[config.mk]
export PLATFORM = sky130hd
export DESIGN_NAME = wlr_fifo
export DESIGN_NICKNAME = d
export VERILOG_FILES = /design/src/wlr_pkg.sv /design/src/wlr_fifo.sv
export SDC_FILE = /design/constraint.sdc
export NUM_CORES = 1
export LEC_CHECK = 0
export ABC_CLOCK_PERIOD_IN_PS = 1800
export BUFFER_PORTS_ARGS = -buffer_cell sky130_fd_sc_hd__buf_2
export CAP_MARGIN = 20
export CORE_UTILIZATION = 40
export DETAILED_ROUTE_END_ITERATION = 10
export GPL_ROUTABILITY_DRIVEN = 0
export PLACE_DENSITY_LB_ADDON = 0.3
export SLEW_MARGIN = 30
export SYNTH_ARGS = -nofsm -noshare
export SYNTH_HDL_FRONTEND = slang
export SYNTH_SLANG_ARGS = --single-unit
[constraint.sdc]
create_clock -name clock -period 1.8 [get_ports clock]
set_clock_uncertainty 0.2 [all_clocks]
set_input_delay 0.36 -clock clock [delete_from_list [all_inputs] [get_ports clock]]
set_output_delay 0.36 -clock clock [all_outputs]
set_load 0.005 [all_outputs]
[src/wlr_pkg.sv]
`default_nettype none
// ----------------------------------------------------------------------------
// wlr_pkg
// Shared widths, constants, register codes and tables of the wall line block.
// ----------------------------------------------------------------------------
package wlr_pkg;

   localparam int RANGE_W   = 16;
   localparam int ICPT_W    = 24;
   localparam int HEAD_W    = 15;
   localparam int GAP_W     = 20;
   localparam int CSR_IDX_W = 3;
   localparam int ICPT_QB   = 23;   // quotient bits of intercept divider
   localparam int GAP_QB    = 20;   // quotient bits of gap divider
   localparam int CORDIC_N  = 16;
   localparam int ZW        = 26;   // angle accumulator, 2^-16 degree

   // Q0.15 cos/sin of 20 and 70 degrees
   localparam logic [14:0] K_BIG   = 15'd30792;
   localparam logic [14:0] K_SMALL = 15'd11207;

   localparam logic [ICPT_QB-1:0] INTERCEPT_MAX = 23'd8388607;
   localparam logic [GAP_W-1:0]   GAP_MAX       = 20'd1048575;
   localparam int                 HEADING_MAX   = 11520;
   localparam int                 SENTINEL_MM   = 9999;
   localparam int                 HALF_TURN     = 180 * 65536;

   typedef enum logic [CSR_IDX_W-1:0] {
      CFG_MIN_VALID = 3'd0,
      CFG_MAX_RANGE = 3'd1,
      CFG_ERR_CODE  = 3'd2,
      CFG_MAX_DIFF  = 3'd3,
      CFG_VERT_EPS  = 3'd4
   } cfg_index_type;

   typedef struct packed {
      logic [RANGE_W-1:0] min_valid;
      logic [RANGE_W-1:0] max_range;
      logic [RANGE_W-1:0] err_code;
      logic [RANGE_W-1:0] max_diff;
      logic [RANGE_W-1:0] vert_eps;
   } cfg_type;

   typedef struct packed {
      logic full;
      logic empty;
   } q_stat_type;

   // Word of one side between front and back: ok, neg, a, b, |c|, |b|, a^2+b^2
   function automatic int side_w(input int frac);
      int csw;
      csw = 18 + frac;
      return 2 + 2 * (csw + 1) + (2 * csw + 1) + csw + (2 * csw + 1);
   endfunction

   // atan(2^-i) in 2^-16 degree
   function automatic logic [21:0] atan_entry(input logic [3:0] i);
      logic [21:0] v;
      case (i)
         4'd0:    v = 22'd2949120;
         4'd1:    v = 22'd1740967;
         4'd2:    v = 22'd919879;
         4'd3:    v = 22'd466945;
         4'd4:    v = 22'd234379;
         4'd5:    v = 22'd117304;
         4'd6:    v = 22'd58666;
         4'd7:    v = 22'd29335;
         4'd8:    v = 22'd14668;
         4'd9:    v = 22'd7334;
         4'd10:   v = 22'd3667;
         4'd11:   v = 22'd1833;
         4'd12:   v = 22'd917;
         4'd13:   v = 22'd458;
         4'd14:   v = 22'd229;
         default: v = 22'd115;
      endcase
      return v;
   endfunction

endpackage
`default_nettype wire

[src/wlr_fifo.sv]
`default_nettype none
// ----------------------------------------------------------------------------
// wlr_fifo
// Short queue between front and back.
// ----------------------------------------------------------------------------
module wlr_fifo import wlr_pkg::*; #(
   parameter int W     = 8,
   parameter int DEPTH = 4
) (
   input  wire logic         clock,
   input  wire logic         reset,
   input  wire logic         push,
   input  wire logic [W-1:0] wdata,
   input  wire logic         pop,
   output logic [W-1:0]      rdata,
   output q_stat_type        stat
);
   localparam int AW = (DEPTH > 1) ? $clog2(DEPTH) : 1;
   localparam int NW = $clog2(DEPTH + 1);

   logic [W-1:0]  mem_ff [DEPTH];
   logic [AW-1:0] wr_ff, rd_ff;
   logic [NW-1:0] cnt_ff;

   assign stat.full  = (cnt_ff == NW'(DEPTH));
   assign stat.empty = (cnt_ff == '0);
   assign rdata      = mem_ff[rd_ff];

   always_ff @(posedge clock) begin
      if (reset) begin
         wr_ff  <= '0;
         rd_ff  <= '0;
         cnt_ff <= '0;
      end else begin
         if (push) wr_ff <= (wr_ff == AW'(DEPTH - 1)) ? '0 : wr_ff + 1'b1;
         if (pop)  rd_ff <= (rd_ff == AW'(DEPTH - 1)) ? '0 : rd_ff + 1'b1;
         if (push && !pop)      cnt_ff <= cnt_ff + 1'b1;
         else if (pop && !push) cnt_ff <= cnt_ff - 1'b1;
      end
   end

   always_ff @(posedge clock) begin
      if (push) mem_ff[wr_ff] <= wdata;
   end

endmodule
`default_nettype wire

==> results of run 1 <==
## registers in the layout, summed over array words and instances (netlist names), named ones only
name    cells
cnt_ff      3
mem_ff     32
rd_ff       2
wr_ff       2
## logic make-up after synthesis
kind of cell / share of synthesized area [%]
simple gates: 4.855
mux: 13.78
flops: 71.42
xor+xnor: 1.097
buf+inv: 1.957
fa+ha+maj: 5.951
compound gates: 0.9394
## placed cells by master, fill, tap and decap left out
cell and n:
buf_4 12, and2_1 4, mux2i_1 4, or3_1 1, dfxtp_2 1, clkbuf_8 5, nor3_1 1, dfxtp_1 8
ha_1 5, a21oi_2 1, mux4_2 8, inv_1 4, ha_2 1, bufinv_16 2, nor2_1 7, buf_2 21
buf_6 2, o21ai_0 1, edfxtp_1 32, xor2_1 2, clkinv_2 1, fa_2 1, a21oi_1 1, nor3b_1 2
## stage by stage
stage	setup TNS [ps]	instances	hold WS (ps)	power (W)	area (um2)
after floorplan	0	86	229.1	0.001255	1603
after global placement	-117.1	167	279.2	0.001352	1857
after detailed placement	-160.9	167	303.9	0.001364	1857
after CTS	-1388	175	74.25	0.002208	1999
after global routing	-1656	175	80.22	0.002273	2003
final	-1193	175	81.73	0.002193	2003
## cell type report
| cell class | count | area, um2 | share of cell area (%) |
|---|---|---|---|
| clock buffers | 5 | 68.82 | 3.435 |
| clock inverters | 3 | 65.06 | 3.248 |
| inverters | 4 | 15.01 | 0.7495 |
| multi-input cells | 39 | 434.2 | 21.67 |
| flip-flops and latches | 41 | 1142 | 57.03 |
| well taps | 48 | 60.06 | 2.998 |
| repair buffers | 35 | 217.7 | 10.87 |
## worst max-delay path: stages, from the launching register on
cell,delay (ps)
dfxtp_2,350
buf_6,130
mux4_2,490
buf_2,140
## how the worst max path moves through the flow
stage                end      start  slack [ps]
4_1_cts         rdata[5]  flip-flop        -180
3_3_place_gp   cnt_ff[2]        pop        -120
5_1_grt         rdata[1]  flip-flop        -220
3_5_place_dp   cnt_ff[2]        pop        -160
2_1_floorplan  cnt_ff[2]        pop          10
6_report        rdata[5]  flip-flop        -170
## layer usage
layer  vias up  GRT usage [%]  share of wire (%)
li1        403              -                  -
met1       411          13.56                 39
met2        16          24.74                 54
met3         5          3.646                4.3
met4         0          8.967                2.3
met5         -              0                  0
## power breakdown
part	switching, W	internal, W	total [W]
Combinational	0.000107	0.000133	0.000240
Clock	0.000296	0.000550	0.000846
Sequential	0.0000301	0.00108	0.00111
Total	0.000433	0.00176	0.00219
## what timing repair did
action	CTS	global route
gates cloned	0	0
resized for setup	3	1
setup endpoints to repair	8	9
setup buffers	0	0
==> summary.txt, run 1 <==
Synth
  – FF+latch count, synth: 41
  – Top cells by count, synth: edfxtp_1 (32), dfxtp_1 (9), mux4_2 (8)
  – YS warnings: 0
  – Syn nets: 105
  – Ys flop type: edfxtp_1
  – Top-area cell type share of the netlist area: 60.14%
  – Mean Syn Cell Area: 18.58 um2
  – Synth cell types: 17
  – Post-synth ARST share: 0%
  – Top cell type by total area after synthesis: edfxtp_1
  – Synth area leaders: edfxtp_1 (60%), dfxtp_1 (11%), mux4_2 (11%)
  – Synthesized area: 1598 um2
  – Number of synthesized flops with an enable pin: 32
  – Post-synthesis sequential area ratio: 71.42%
  – Mapped Cells: 86
  – Count leader, synth: edfxtp_1

Min path
  – Hold path cells: 1
  – Hold Path End: mem_ff[0][7]
  – Hold Crit Start: wdata[7]
  – Hold Crit Class: input pin to flip-flop

Global routing
  – Largest net degree at the start of global routing: 14
  – Initial antenna violation count: 0
  – Vias in the first global route: 879
  – Global-route wire length before repair: 3.939 mm
  – Overflow after GRT: 0
  – All-Layer GR Usage: 13.67%

Drt
  – DR DRC count: 0
  – WL per Instance: 13.91 um
  – Via density: 4.771
  – Drt pass-1 iters: 4
  – DRT antenna net count: 0
  – Total length of routed wires: 2.435 mm
  – Via count: 835
  – Drt initial violations: 44

Clock network
  – Clk sink count: 41
  – CTS clock-pin slew for the worst setup and hold paths: 70 ps
  – Worst skew pair latency: 290 ps
  – Root Driver: clkbuf_8
  – TritonCTS clock tree: yes
  – Cts bufs inserted: 5
  – # hold bufs at CTS: 0
  – H-tree levels: 2
  – Bufs on Longest Clock Path: 2

Die
  – Initial Utilization: 42.68%
  – Core region area: 3744 um2
  – Die Span Y: 65.20 um
  – Full die area: 4251 um2
  – Die Span X: 65.20 um
  – Boundary pin count: 22
  – Std-Cell Rows: 22

Worst setup path
  – Worst reg2reg path depth: 4
  – Required @ worst endpoint: 1240 ps
  – Worst R2R Setup Slack: 160 ps
  – Crit path kind: flip-flop to output port
  – Arrival time worst endpoint: 1410 ps
  – CP endpoint kind: output port
  – CP startpoint kind: flip-flop
  – Critical R2R Launch: cnt_ff[0]
  – Crit path max fanout: 5
  – Critical R2R Capture: cnt_ff[2]

Cells and area
  – Filler cell count: 326
  – Fin util: 53.51%
  – Layout cell share with drive strength beyond 1: 43.31%
  – Layout area overhead: 25.37%
  – Diodes inserted: 0
  – NumNets Final: 145

Placed design
  – DP HPWL: 1.793 mm
  – Port Buf Inserts: 21
  – Post-Place Setup Slack: -160.9 ps

Timing
  – Minimum clock period: 1967 ps
  – Max-slew violations: 0
  – Hold Vio Cnt, Final: 0
  – Final setup viols: 8
  – Slew HR: 84.34%
  – Fin crit share: 109.3%
  – Setup slack after layout: -166.7 ps
  – RSZ-0062 raised after global routing: true
  – Slew @ Worst Pin: 232.5 ps
  – Fmax achieved: 508.5 MHz

Status
  – Status: finished with violations
  – Failing checks: negative setup slack

Pwr
  – Cell Pwr Density: 1095 nW/um2
  – LEAKAGE: 0.7741 nW
  – Worst vdd ir: 0.4535 mV

Flow run
  – Maxcap violations: 0
Note: power is estimated with default switching activity, not from simulation.
==> run 2, diff against run 1 <==
--- a/config.mk
+++ b/config.mk
@@ -5,14 +5,14 @@
 export SDC_FILE = /design/constraint.sdc
 export NUM_CORES = 1
 export LEC_CHECK = 0
-export ABC_CLOCK_PERIOD_IN_PS = 1800
+export ABC_CLOCK_PERIOD_IN_PS = 1600
 export BUFFER_PORTS_ARGS = -buffer_cell sky130_fd_sc_hd__buf_2
 export CAP_MARGIN = 20
 export CORE_UTILIZATION = 40
 export DETAILED_ROUTE_END_ITERATION = 10
 export GPL_ROUTABILITY_DRIVEN = 0
 export PLACE_DENSITY_LB_ADDON = 0.3
-export SLEW_MARGIN = 30
+export SLEW_MARGIN = 40
 export SYNTH_ARGS = -nofsm -noshare
 export SYNTH_HDL_FRONTEND = slang
 export SYNTH_SLANG_ARGS = --single-unit
==> constraint.sdc (replaced) <==
create_clock -name clock -period 1.6 [get_ports clock]
set_clock_uncertainty 0.2 [all_clocks]
set_input_delay 0.32 -clock clock [delete_from_list [all_inputs] [get_ports clock]]
set_output_delay 0.32 -clock clock [all_outputs]
set_load 0.005 [all_outputs]
==> summary.txt, run 2 (synthesis results as in run 1) <==
Clock network
  – Worst skew pair latency: 290 ps (about the same)
  – # hold bufs at CTS: 0 (unchanged)
  – CTS clock-pin slew for the worst setup and hold paths: 80 ps (about the same)
  – Cts bufs inserted: 5 (unchanged)
  – Bufs on Longest Clock Path: 2 (unchanged)
  – Clk sink count: 41 (unchanged)
  – TritonCTS clock tree: yes
  – H-tree levels: 2 (unchanged)
  – Root Driver: clkbuf_8

Timing
  – Final setup viols: 9 (+1)
  – Slew @ Worst Pin: 207.8 ps (-24.69 ps)
  – Hold Vio Cnt, Final: 0 (unchanged)
  – Max-slew violations: 0 (unchanged)
  – Min Hold Slack: 39.76 ps (-41.96 ps)
  – Slew HR: 86.00% (+1.7 points)
  – Minimum clock period: 1936 ps
  – RSZ-0062 raised after global routing: true
  – Fmax achieved: 516.4 MHz
  – Setup slack after layout: -336.3 ps (-169.7 ps)
  – Fin crit share: 121.0%

Cells and area
  – Most common cell after layout, fill and taps aside: edfxtp_1
  – NumNets Final: 145 (unchanged)
  – Post-route cell area: 2004 um2 (about the same)
  – Layout area overhead: 25.45% (about the same)
  – Top flop regs: mem_ff (32), cnt_ff (3)
  – Fin util: 53.54% (about the same)
  – Diodes inserted: 0 (unchanged)
  – Top reg by flops: mem_ff
  – Filler cell count: 330 (+1.2%)
  – Layout cell share with drive strength beyond 1: 48.03% (+4.7 points)
  – Commonest cells after routing, fill and taps aside: edfxtp_1 (32), buf_2 (20), buf_4 (12), mux4_2 (8), nor2_1 (7)
  – Number of flip-flops in the largest register: 32 (unchanged)

Die
  – Full die area: 4251 um2 (unchanged)
  – Initial Utilization: 42.68% (unchanged)
  – Die Span X: 65.20 um (unchanged)
  – Std-Cell Rows: 22 (unchanged)
  – Core region area: 3744 um2 (unchanged)
  – Boundary pin count: 22 (unchanged)
  – Die Span Y: 65.20 um (unchanged)

Placed design
  – Placed inst area: 1894 um2 (+2.0%)
  – DP HPWL: 1.845 mm (+2.9%)
  – Port Buf Inserts: 21 (unchanged)

Worst setup path
  – Crit path max fanout: 8 (+3)
  – CP endpoint kind: output port
  – Arrival time worst endpoint: 1420 ps (about the same)
  – Critical-path cell list: buf_12, mux4_2, buf_2
  – CP peak stage delay: 510 ps (+20 ps)
  – Crit path kind: flip-flop to output port
  – Crit-path slowest cell: mux4_2
  – Required @ worst endpoint: 1080 ps (-160 ps)
  – CP startpoint kind: flip-flop

Drt
  – Drt initial violations: 25 (-43%)
  – Via density: 4.903 (+2.8%)
  – Via count: 858 (+2.8%)
  – DR DRC count: 0 (unchanged)
  – Total length of routed wires: 2.580 mm (+6.0%)
  – DRT antenna net count: 0 (unchanged)
  – WL per Instance: 14.74 um (+6.0%)
  – Drt pass-1 iters: 4 (unchanged)

Global routing
  – Largest net degree at the start of global routing: 14 (unchanged)
  – All-Layer GR Usage: 14.57% (+0.90 points)
  – Overflow after GRT: 0 (unchanged)
  – Vias in the first global route: 935 (+6.4%)
  – Initial antenna violation count: 0 (unchanged)
  – Global-route wire length before repair: 4.264 mm (+8.3%)

Status
  – Status: finished with violations
  – Failing checks: negative setup slack

Flow run
  – Maxcap violations: 0 (unchanged)

Min path
  – Hold Crit Class: input pin to flip-flop

Pwr
  – Worst vdd ir: 0.5963 mV (+31%)
  – Cell Pwr Density: 1092 nW/um2 (-0.23%)
  – LEAKAGE: 0.7617 nW (-1.6%)
==> run 2: changes by cell type in the layout (fill, tap and decap cells not counted), sizes merged <==
| cell | delta |
|---|---|
| clkinv | +1 |
| bufinv | -2 |
| clkinvlp | +1 |
==> run 2: metrics by stage <==
stage	std cells	TNS, ps	power, W	setup slack, ps
6_report	175	-2533	0.002189	-336.3
5_1_grt	175	-3146	0.002297	-403.5
3_5_place_dp	167	-641.1	0.001557	-314.0
2_1_floorplan	86	-95.84	0.001415	-95.84
3_3_place_gp	167	-530.2	0.001542	-241.7
4_1_cts	175	-2705	0.002215	-360.7
==> run 2: report_power, final <==
group	total (W)	internal, W	switching, W
clock	0.000646	0.000301	0.000345
combinational	0.000298	0.000167	0.000130
sequential	0.00125	0.00121	0.0000324
==> run 2: path summary, 6_finish.rpt <==
path	startpoint	to	slack, ps	depth (start not counted)
max	flip-flop	rdata[0]	-340	3
min	wdata[0]	mem_ff[1][0]	40	1
max reg2reg	cnt_ff[0]	cnt_ff[2]	-10	4
min reg2reg	cnt_ff[2]	cnt_ff[2]	340	2
==> run 2: area by class of cell <==
cell class	instances	area (um2)	area share [%]
flip-flops and latches	41	1145	57.12
repair buffers	35	241.5	12.05
multi-input cells	39	454.2	22.66
clock buffers	5	68.82	3.433
well taps	48	60.06	2.996
inverters	4	17.52	0.8739
clock inverters	3	17.52	0.8739
==> run 2: what timing repair did <==
action | in CTS | in global routing
setup buffers | 0 | 0
endpoints found under the setup margin | 10 | 10
gates resized for setup | 5 | 2
pin swaps | 0 | 0
==> run 2: per-layer routing <==
layer / share of wire [%] / vias to the layer above / GRT usage [%]
li1: - / 404 / -
met1: 39 / 429 / 14.81
met2: 55 / 20 / 25.52
met3: 3.9 / 5 / 5.382
met4: 2.5 / 0 / 8.152
met5: 0 / - / 0
==> run 2: critical path: cells and delay by family (launching register included) <==
kind,cells,cell delay [ps]
buffers and inverters,2,280
DFF,1,340
muxes,1,510
==> run 3, diff against run 2 <==
--- a/config.mk
+++ b/config.mk
@@ -5,7 +5,7 @@
 export SDC_FILE = /design/constraint.sdc
 export NUM_CORES = 1
 export LEC_CHECK = 0
-export ABC_CLOCK_PERIOD_IN_PS = 1600
+export ABC_CLOCK_PERIOD_IN_PS = 2250
 export BUFFER_PORTS_ARGS = -buffer_cell sky130_fd_sc_hd__buf_2
 export CAP_MARGIN = 20
 export CORE_UTILIZATION = 40
==> constraint.sdc (replaced) <==
create_clock -name clock -period 2.25 [get_ports clock]
set_clock_uncertainty 0.2 [all_clocks]
set_input_delay 0.45 -clock clock [delete_from_list [all_inputs] [get_ports clock]]
set_output_delay 0.45 -clock clock [all_outputs]
set_load 0.005 [all_outputs]
==> summary.txt, run 3 (synthesis results as in run 1) <==
Die
  – Die Span Y: 65.20 um (unchanged)
  – Initial Utilization: 42.68% (unchanged)
  – Std-Cell Rows: 22 (unchanged)
  – Core region area: 3744 um2 (unchanged)
  – Die Span X: 65.20 um (unchanged)
  – Boundary pin count: 22 (unchanged)
  – Full die area: 4251 um2 (unchanged)

Cells and area
  – Final non-filler cell total: 162 (-7.4%)
  – Layout cell share with drive strength beyond 1: 33.33% (-15 points)
  – Number of flip-flops in the largest register: 32 (unchanged)
  – Post-route cell area: 1888 um2 (-5.8%)
  – Top reg by flops: mem_ff
  – Diodes inserted: 0 (unchanged)
  – Filler cell count: 333 (+0.91%)
  – Commonest cells after routing, fill and taps aside: edfxtp_1 (32), buf_2 (21), dfxtp_1 (9), mux4_2 (8), nor2_1 (7)
  – Most common cell after layout, fill and taps aside: edfxtp_1
  – Top flop regs: mem_ff (32), cnt_ff (3)
  – NumNets Final: 132 (-9.0%)
  – Layout area overhead: 18.17%

Clock network
  – TritonCTS clock tree: yes
  – Cts bufs inserted: 5 (unchanged)
  – H-tree levels: 2 (unchanged)
  – CTS clock-pin slew for the worst setup and hold paths: 70 ps (about the same)
  – Post-cts sizing count: 0 (-5)
  – Bufs on Longest Clock Path: 2 (unchanged)
  – Root Driver: clkbuf_8
  – Post-CTS Repair Setup Buffers: 0 (unchanged)
  – # hold bufs at CTS: 0 (unchanged)
  – Clk sink count: 41 (unchanged)
  – Worst skew pair latency: 290 ps (about the same)

Drt
  – Total length of routed wires: 2.347 mm (-9.0%)
  – WL per Instance: 14.49 um (-1.7%)
  – Via count: 796 (-7.2%)
  – DRT antenna net count: 0 (unchanged)
  – Drt initial violations: 49 (+96%)
  – Via density: 4.914 (+0.22%)
  – Drt pass-1 iters: 4 (unchanged)
  – DR DRC count: 0 (unchanged)

Worst setup path
  – Crit path max fanout: 8 (unchanged)
  – Crit path kind: flip-flop to output port
  – Required @ worst endpoint: 1600 ps (+520 ps)
  – CP peak stage delay: 530 ps (+20 ps)
  – CP endpoint kind: output port
  – Crit-path slowest cell: mux4_2
  – CP startpoint kind: flip-flop
  – Critical-path cell list: buf_4, mux4_2, buf_2
  – Arrival time worst endpoint: 1470 ps (+50 ps)

Pwr
  – Worst vdd ir: 0.4659 mV (-22%)
  – LEAKAGE: 0.7068 nW (-7.2%)
  – Cell Pwr Density: 914.8 nW/um2 (-16%)
  – Total power: 0.001727 W (-21%)

Timing
  – Hold Vio Cnt, Final: 0 (unchanged)
  – Fmax achieved: 471.0 MHz
  – Slew @ Worst Pin: 483.1 ps (+275.3 ps)
  – RSZ-0062 raised after global routing: false
  – Minimum clock period: 2123 ps
  – Max-slew violations: 0 (unchanged)
  – Min Hold Slack: 173.2 ps (+133.4 ps)
  – Fin crit share: 94.37%
  – Final setup viols: 0 (-9)
  – Setup TNS: 0 ps (+2533 ps)
  – Slew HR: 67.79% (-18 points)

Min path
  – Hold Crit Class: input pin to flip-flop

Global routing
  – Global-route wire length before repair: 3.988 mm (-6.5%)
  – Initial antenna violation count: 0 (unchanged)
  – All-Layer GR Usage: 13.59% (-0.98 points)
  – Vias in the first global route: 867 (-7.3%)
  – Overflow after GRT: 0 (unchanged)
  – Largest net degree at the start of global routing: 14 (unchanged)

Placed design
  – Placed inst area: 1754 um2 (-7.4%)
  – Port Buf Inserts: 21 (unchanged)
  – DP HPWL: 1.610 mm (-13%)
  – Post-Place Cells: 154 (-7.8%)

Status
  – Status: complete, no violations

Flow run
  – Maxcap violations: 0 (unchanged)
==> run 3: cell types whose count changed in the layout (fill, tap and decap cells not counted), sizes merged <==
cell / change
buf: -13
bufinv: +2
clkinv: -1
clkinvlp: -1
==> run 3: layout make-up <==
type                            count  area, um2  area share, %
Multi-Input combinational cell     39      425.4          22.53
Clock buffer                        5      68.82          3.645
Sequential cell                    41       1141          60.44
Tap cell                           48      60.06          3.181
Inverter                            4      15.01         0.7952
Timing Repair Buffer               22      112.6          5.964
Clock inverter                      3      65.06          3.446
==> run 3: critical path: cells and delay by family, from the launching register on <==
family                 cells  cell delay (ps)
muxes                      1              530
buffers and inverters      2              340
DFF                        1              310
==> run 3: layer usage <==
layer  vias to the layer above  GRT usage, %  share of wire, %
met1                       397         14.82                41
met2                        15         22.94                52
li1                        377             -                 -
met3                         7         4.340               4.3
met4                         0         8.152               2.8
met5                         -             0                 0
==> run 3: stage by stage <==
step	util [%]	setup WS (ps)
2_1_floorplan	-	338.3
3_3_place_gp	46.86	181.4
3_5_place_dp	46.86	96.43
4_1_cts	50.43	97.00
5_1_grt	50.43	42.64
6_report	50.43	126.8
==> run 3: final timing paths <==
kind	cells after the start	startpoint	to	slack [ps]
setup / recovery	3	flip-flop	rdata[7]	130
setup reg to reg	4	cnt_ff[0]	cnt_ff[2]	560
hold / removal	1	wdata[1]	mem_ff[1][1]	170
hold reg to reg	2	cnt_ff[2]	cnt_ff[2]	320
==> run 3: power breakdown <==
part           switching, W  internal (W)
Combinational     0.0000784     0.0000858
Sequential        0.0000265      0.000861
Clock              0.000235      0.000440
Total              0.000340       0.00139
